## src/sv/prc_pkg.sv

```systemverilog
// Shared types and constants for the packet receive checker.
// No dependencies; compile first.
`default_nettype none

package prc_pkg;

    typedef logic [1:0] t_status;

    localparam t_status ST_CORRUPT      = 2'd0;
    localparam t_status ST_OUT_OF_ORDER = 2'd1;
    localparam t_status ST_OK           = 2'd2;

    // Control from the top level into the accumulator for one stage transaction.
    typedef struct packed {
        logic step;
        logic is_last;
    } t_acc_ctrl;

endpackage

`default_nettype wire

```

## src/sv/prc_accum.sv

```systemverilog
// Ones-complement word sum and sequence capture for one packet.
// Depends on prc_pkg.
`default_nettype none

module prc_accum
    import prc_pkg::*;
(
    input  wire         i_clk,
    input  wire         i_rst_n,
    input  t_acc_ctrl   i_ctrl,
    input  wire  [15:0] i_word,
    input  wire         i_odd_byte,
    output logic [15:0] o_sum,
    output logic [31:0] o_seq
);

    localparam logic [1:0] POS_FIRST  = 2'd0;
    localparam logic [1:0] POS_SECOND = 2'd1;
    localparam logic [1:0] POS_BODY   = 2'd2;

    logic [15:0] r_sum, n_sum;
    logic [31:0] r_seq, n_seq;
    logic [1:0]  r_pos, n_pos;
    logic [15:0] val;
    logic [16:0] raw_sum;

    assign val     = i_odd_byte ? {8'h00, i_word[7:0]} : i_word;
    assign raw_sum = {1'b0, r_sum} + {1'b0, val};
    // end-around carry; a second carry cannot occur
    assign n_sum   = raw_sum[15:0] + {15'd0, raw_sum[16]};

    always_comb begin
        case (r_pos)
            POS_FIRST: begin
                n_seq = {r_seq[31:16], val};
                n_pos = POS_SECOND;
            end
            POS_SECOND: begin
                n_seq = {val, r_seq[15:0]};
                n_pos = POS_BODY;
            end
            default: begin
                n_seq = r_seq;
                n_pos = POS_BODY;
            end
        endcase
    end

    assign o_sum = n_sum;
    assign o_seq = n_seq;

    always_ff @(posedge i_clk) begin
        if (!i_rst_n) begin
            r_sum <= '0;
            r_seq <= '0;
            r_pos <= POS_FIRST;
        end else if (i_ctrl.step) begin
            if (i_ctrl.is_last) begin
                // clear for the next packet
                r_sum <= '0;
                r_seq <= '0;
                r_pos <= POS_FIRST;
            end else begin
                r_sum <= n_sum;
                r_seq <= n_seq;
                r_pos <= n_pos;
            end
        end
    end

    a_clear_after_last: assert property (@(posedge i_clk) disable iff (!i_rst_n)
        i_ctrl.step && i_ctrl.is_last |=> r_pos == POS_FIRST && r_sum == 16'd0)
        else $error("accumulator not cleared after last word");

    a_pos_saturates: assert property (@(posedge i_clk) disable iff (!i_rst_n)
        r_pos == POS_BODY && i_ctrl.step && !i_ctrl.is_last |=> r_pos == POS_BODY)
        else $error("word position left saturation");

    a_low_half: assert property (@(posedge i_clk) disable iff (!i_rst_n)
        r_pos == POS_FIRST && i_ctrl.step && !i_ctrl.is_last
        |=> r_seq[15:0] == $past(val) && r_seq[31:16] == 16'd0)
        else $error("low sequence half not captured");

endmodule

`default_nettype wire

```

## config.mk

```make
export PLATFORM = sky130hd
export DESIGN_NAME = prc_accum
export DESIGN_NICKNAME = d
export VERILOG_FILES = /design/src/sv/prc_pkg.sv /design/src/sv/prc_accum.sv
export SDC_FILE = /design/constraint.sdc
export NUM_CORES = 1
export LEC_CHECK = 0
export ABC_AREA = 1
export BUFFER_PORTS_ARGS = -buffer_cell sky130_fd_sc_hd__buf_4
export CAP_MARGIN = 10
export CORE_ASPECT_RATIO = 1.1
export CORE_MARGIN = 2
export CORE_UTILIZATION = 56
export CTS_CLUSTER_DIAMETER = 50
export DETAILED_ROUTE_END_ITERATION = 10
export GPL_ROUTABILITY_DRIVEN = 0
export PLACE_DENSITY = 0.83
export SETUP_SLACK_MARGIN = 0.02
export SLEW_MARGIN = 15
export SYNTH_ARGS = -nofsm -noshare
export SYNTH_HDL_FRONTEND = slang
export SYNTH_SLANG_ARGS = --single-unit
export TNS_END_PERCENT = 1
```

## constraint.sdc

```tcl
create_clock -name i_clk -period 3.35 [get_ports i_clk]
set_input_delay 0.335 -clock i_clk [delete_from_list [all_inputs] [get_ports i_clk]]
set_output_delay 0.335 -clock i_clk [all_outputs]
set_load 0.05 [all_outputs]
```

After elaboration in Yosys (flattened, before gate mapping)
Index checks and enable logic that the tools add are counted.
Storage, ports and cells
  bits in registers: 50
  latch bits: 0
  RAM bits: 0
  bits in read-only memories: 0
  bits of input ports: 21
  output and inout bits: 48
  word-level logic and storage cells: 13
  memories kept: 0
Operators by class
  add/subtract/negate cells: 2
  $mul: 0
  divide/modulo/power cells: 0
  magnitude comparators: 0
  equality and inequality tests: 1
  shift operators: 0
  multiplexer cells: 6
  bitwise gates (word level): 0
  reductions and logical operators: 1
Operators by type and width (count)
  one-hot mux 32 bit (2 select lines): 1
  2-to-1 mux 16 bit: 2
  2-to-1 mux 32 bit: 1
  adder 16 x 16 -> 17 bit: 1
  adder 16 x 1 -> 16 bit: 1
  2-to-1 mux 2 bit: 2
  equality test 2 x 1 -> 1 bit, second input constant: 1
  logical NOT 2 bit: 1

Logic depth before layout (Yosys ltp)
  word-level depth: 4
  mapped depth: 26
  gate-level depth less buffers: 26

Worst setup path after synthesis
Ideal clock, no wire load.
  path type: input-to-output
  start point: input i_word[0]
  end point: output o_sum[10]
  arrival time: 3327 ps
  data required time: 3015 ps
  setup slack: -312 ps
  stages on the path: 20
  buffers on the path: 0
  path through: ha_1 fa_1 nand2_1 nand2_2 nand3b_1 nand2_2 nand3_1 nand3_1 a21oi_1 o21bai_1 ha_1 ha_1 inv_1 nor2_1 nand2_1 nor2_1 nand3_1 nor2_2 nand3_1 xor2_1
Between the ends
  word-level cells in the longest chain between the ends: 3
Ends and longest elaborated chain
  start, declared: line prc_accum.sv:11  | input wire [15:0] i_word,
  2-to-1 mux 16 bit: line prc_accum.sv:27  | assign val = i_odd_byte ? {8'h00, i_word[7:0]} : i_word;
  adder 16 x 16 -> 17 bit: line prc_accum.sv:28  | assign raw_sum = {1'b0, r_sum} + {1'b0, val};
  adder 16 x 1 -> 16 bit: line prc_accum.sv:30  | assign n_sum = raw_sum[15:0] + {15'd0, raw_sum[16]};
  end, declared: line prc_accum.sv:13  | output logic [15:0] o_sum,
No other way between the ends.

Final worst setup path
  start point: register r_sum[0]
  end point: output o_sum[14]
Between the ends
  word-level cells in the longest chain between the ends: 2
Ends and longest elaborated chain
  start, declared: line prc_accum.sv:21  | logic [15:0] r_sum, n_sum;
  start signal, assigned: line prc_accum.sv:64  | r_sum <= n_sum;
  adder 16 x 16 -> 17 bit: line prc_accum.sv:28
  adder 16 x 1 -> 16 bit: line prc_accum.sv:30
No other way between the ends.

==> impl_metrics.json <==
{
  "grt_start_max_net_pins": 52,
  "final_nets": 743,
  "drv.max_cap_violation_count": 0,
  "layout-area-overhead-vs-synth_pct": 43.4,
  "htreeDepth": 2,
  "critical_path.n_buffers_inverters": 2,
  "internal_power_mw": 1.06,
  "final_cell_mix": "215 x sky130_fd_sc_hd__nand2_1, 152 x sky130_fd_sc_hd__buf_4, 58 x sky130_fd_sc_hd__a21oi_1",
  "switching_share": 0.382,
  "grt_use_total": 0.336,
  "switching_power_uw": 656,
  "power.share.clock": 0.254,
  "timing.rr.start": "r_sum[0]",
  "clock.fmax_ghz": 0.256,
  "tns_ns": -4.56,
  "worst_hold_path_type": "in2reg",
  "num_vias": 4345,
  "fp.dieArea_sq_mm": 0.00702,
  "share_comb_of_total_power": 0.382,
  "die_height_um": 87.7,
  "cts-root-buf": "sky130_fd_sc_hd__clkbuf_8",
  "crit_path_cell_trace": "ha_4, fa_2, nand2_1, nand2_2, nand3b_1, nand2_2, nand3_2, nand3_2, a21oi_2, o21bai_1, ha_2, ha_4, inv_2, nor2_2, nand2_1, nor2_1, nand3_1, nor2_2, nand3_2, nor2_4, nand2_2, nand2_2, and2_4, buf_8",
  "finalHoldViolCount": 0,
  "postPlaceCellArea_sq_mm": 0.00457,
  "rsz_0062_raised_after_global_routing": "yes",
  "share_seq_of_total_power": 0.364,
  "grt_antenna_before_repair": 0,
  "start_util": 0.579,
  "worst_ep_required_time_ns": 3.01,
  "yosysWarnings": 0,
  "timing.critical_path.mode_cell": "sky130_fd_sc_hd__nand2_2",
  "report.final.slew_viol_count": 0,
  "cpMaxStageDelayCell": "sky130_fd_sc_hd__dfxtp_2",
  "synth.cell_area_sq_mm": 0.00356,
  "grt_first_pass_wirelength_um": 18600,
  "cp_num_cells": 24,
  "drt_first_pass_iters": 5,
  "timing.final.crit_share": 1.17,
  "placementRows": 30,
  "route.met2.wl_um": 6130,
  "synth.area.top_cells": "sky130_fd_sc_hd__dfxtp_1 28%, sky130_fd_sc_hd__nand2_1 23%, sky130_fd_sc_hd__a21oi_1 8.3%",
  "timing.critical_path.max_delay_family": "simple AND/OR/NAND/NOR gates",
  "cts.clk_slew.worst_paths_ns": 0.09,
  "layout_commonest_cell": "sky130_fd_sc_hd__nand2_1",
  "cts_buffers": 5,
  "met3WireLength_um": 682,
  "drc_viols": 0,
  "timing.slew.headroom": 0.486,
  "dp_slack_ns": -0.285,
  "netlist_instances": 560,
  "avgSynthCellArea_sq_um": 6.37,
  "setup-violations-final": 15,
  "tritoncts": "built",
  "first_global_vias": 4140,
  "worstSetupStartpoint": "r_sum[0]",
  "timing.critical_path.slowest_cell_delay_ns": 0.36,
  "cp_data_arrival_time_ns": 3.58,
  "failed_checks": "negative setup slack",
  "drt-vias-per-instance": 5.51,
  "fin_crit_ns": 3.91,
  "whs_path_depth": 3,
  "synth_sequential_area_ratio": 0.281,
  "die_w_um": 80.1,
  "synth_area_leader_cell": "sky130_fd_sc_hd__dfxtp_1",
  "drt-initial-drc-count": 464,
  "detail_route.wl_per_cell_um": 15.3,
  "layout.cell_area.non_filler_sq_mm": 0.00511,
  "run_status": "complete, but fails checks",
  "diodes": 0,
  "worst_r2r_path_depth": 23,
  "power.density_mw_per_mm2": 336,
  "overflow": 0,
  "final_layout_size_suffix_gt1_frac": 0.360,
  "total_power_mw": 1.72,
  "cts_sinks": 50,
  "layout.core_utilization": 0.830,
  "port_buffers": 68,
  "timing.setup.critical_path_class": "reg2out",
  "coreArea_sq_mm": 0.00616,
  "clock-skew-final_ns": 0.00664,
  "route.layer.met1.wl_um": 4720,
  "yosysTopAreaCellShare": 0.281,
  "setup.worst_path.end_class": "output port",
  "skew_pair_late_insertion_delay_ns": 0.31,
  "hold_path.startpoint": "i_rst_n",
  "synth_fp_nets": 595,
  "ir_worst_vdd_uv": 277,
  "post-dp-hpwl_um": 7710,
  "yosys_register_bits": 50,
  "worst_setup_path_start_kind": "flop",
  "totalWireLength_um": 12100,
  "clockBufferDepth": 2,
  "worst_pin_slew_ns": 0.768,
  "route.antenna.remaining_nets": 0,
  "yosys.cell_types.count": 36,
  "critical_path.max_fanout": 3,
  "power.static_leakage_nw": 2.44,
  "finalWorstSetupSlack_ns": -0.561,
  "boundaryPins": 69,
  "topRoutingLayerUsed": "met4"
}
stage by stage:
| stage | hold slack (ns) | cells |
|---|---|---|
| after CTS | 0.248 | 777 |
| after detailed placement | 0.456 | 749 |
| after floorplan | 0.443 | 560 |
| after global placement | 0.449 | 749 |
| after global routing | 0.262 | 788 |
| final | 0.256 | 788 |
cell usage after synthesis:
| cell type | number |
|---|---|
| sky130_fd_sc_hd__dfxtp_1 | 50 |
| sky130_fd_sc_hd__nand2_2 | 17 |
| sky130_fd_sc_hd__nand3_1 | 33 |
| sky130_fd_sc_hd__buf_12 | 1 |
| sky130_fd_sc_hd__clkinv_1 | 3 |
| sky130_fd_sc_hd__inv_4 | 1 |
| sky130_fd_sc_hd__inv_2 | 4 |
| sky130_fd_sc_hd__nor3_2 | 1 |
| sky130_fd_sc_hd__nand3_4 | 1 |
| sky130_fd_sc_hd__and2_1 | 3 |
| sky130_fd_sc_hd__o21ai_1 | 1 |
| sky130_fd_sc_hd__buf_2 | 2 |
| sky130_fd_sc_hd__inv_1 | 38 |
| sky130_fd_sc_hd__nor2_4 | 2 |
| sky130_fd_sc_hd__nand2_4 | 3 |
| sky130_fd_sc_hd__nand2_1 | 222 |
| sky130_fd_sc_hd__nand3_2 | 6 |
| sky130_fd_sc_hd__or2_1 | 3 |
| sky130_fd_sc_hd__ha_1 | 13 |
| sky130_fd_sc_hd__nand3b_1 | 4 |
| sky130_fd_sc_hd__xor2_1 | 7 |
| sky130_fd_sc_hd__fa_1 | 1 |
| sky130_fd_sc_hd__a21oi_1 | 59 |
| sky130_fd_sc_hd__xor2_2 | 1 |
| sky130_fd_sc_hd__nand4_1 | 5 |
| sky130_fd_sc_hd__clkbuf_1 | 15 |
| sky130_fd_sc_hd__mux2_2 | 11 |
| sky130_fd_sc_hd__a21oi_2 | 2 |
| sky130_fd_sc_hd__nand2_8 | 1 |
| sky130_fd_sc_hd__nor2_2 | 4 |
| sky130_fd_sc_hd__o21bai_1 | 2 |
| sky130_fd_sc_hd__a21boi_1 | 1 |
| sky130_fd_sc_hd__buf_1 | 3 |
| sky130_fd_sc_hd__xnor2_1 | 3 |
| sky130_fd_sc_hd__o21ai_0 | 7 |
| sky130_fd_sc_hd__nor2_1 | 30 |
per-layer routing:
| metal | GRT usage | up-vias |
|---|---|---|
| li1 | - | 2074 |
| met1 | 0.390 | 2022 |
| met2 | 0.600 | 201 |
| met3 | 0.0608 | 48 |
| met4 | 0.151 | 0 |
| met5 | 0 | - |
state kept, by name (all words and copies together), names as in the netlist:
| register | cells |
|---|---|
| r_pos | 2 |
| r_sum | 16 |
| r_seq | 32 |
final timing paths:
path	end	slack, ns
setup / recovery	o_sum[14]	-0.56
hold / removal	r_pos[1]	0.26
setup reg to reg	r_sum[15]	0
hold reg to reg	r_seq[8]	0.47
area by class of cell:
cell class	count	area, sq um
Sequential cell	50	1000
Inverter	46	175
Multi-Input combinational cell	443	2460
Timing Repair Buffer	162	1260
Clock buffer	5	68.8
Tap cell	80	100
Clock inverter	2	38.8
Fill cell	403	1040
repair_timing:
item,CTS,global route
buffers inserted,21,11
hold buffers,0,0
gates resized for setup,20,28
endpoints found under the setup margin,13,20
endpoints found under the hold margin,0,0
pin swaps,13,26
power by group through the flow:
stage	clock network, mW	registers (mW)	logic (mW)
detailed placement	0	0.637	0.599
floorplan	0	0.634	0.397
finish	0.436	0.625	0.655
CTS	0.439	0.624	0.617
global route	0.463	0.627	0.695
global placement	0	0.636	0.590
kinds of logic (layout without fill, tap and decap cells):
group                      count (synthesis)  in the layout  synth area share
adders and majority gates                 14             14            0.0512
DFF                                       50             50             0.281
muxes                                     11             11            0.0347
buffers and inverters                     67            215            0.0765
and+or+nand+nor                          335            335             0.422
xor gates and xnor gates                  11             11            0.0291
AOI/OAI and AO/OA                         72             72             0.105
worst min-delay path: stages:
cell and delay, ns:
sky130_fd_sc_hd__buf_4 0.08, sky130_fd_sc_hd__nand3_1 0.07, sky130_fd_sc_hd__inv_1 0.05
(Power assumes the default switching activity.)
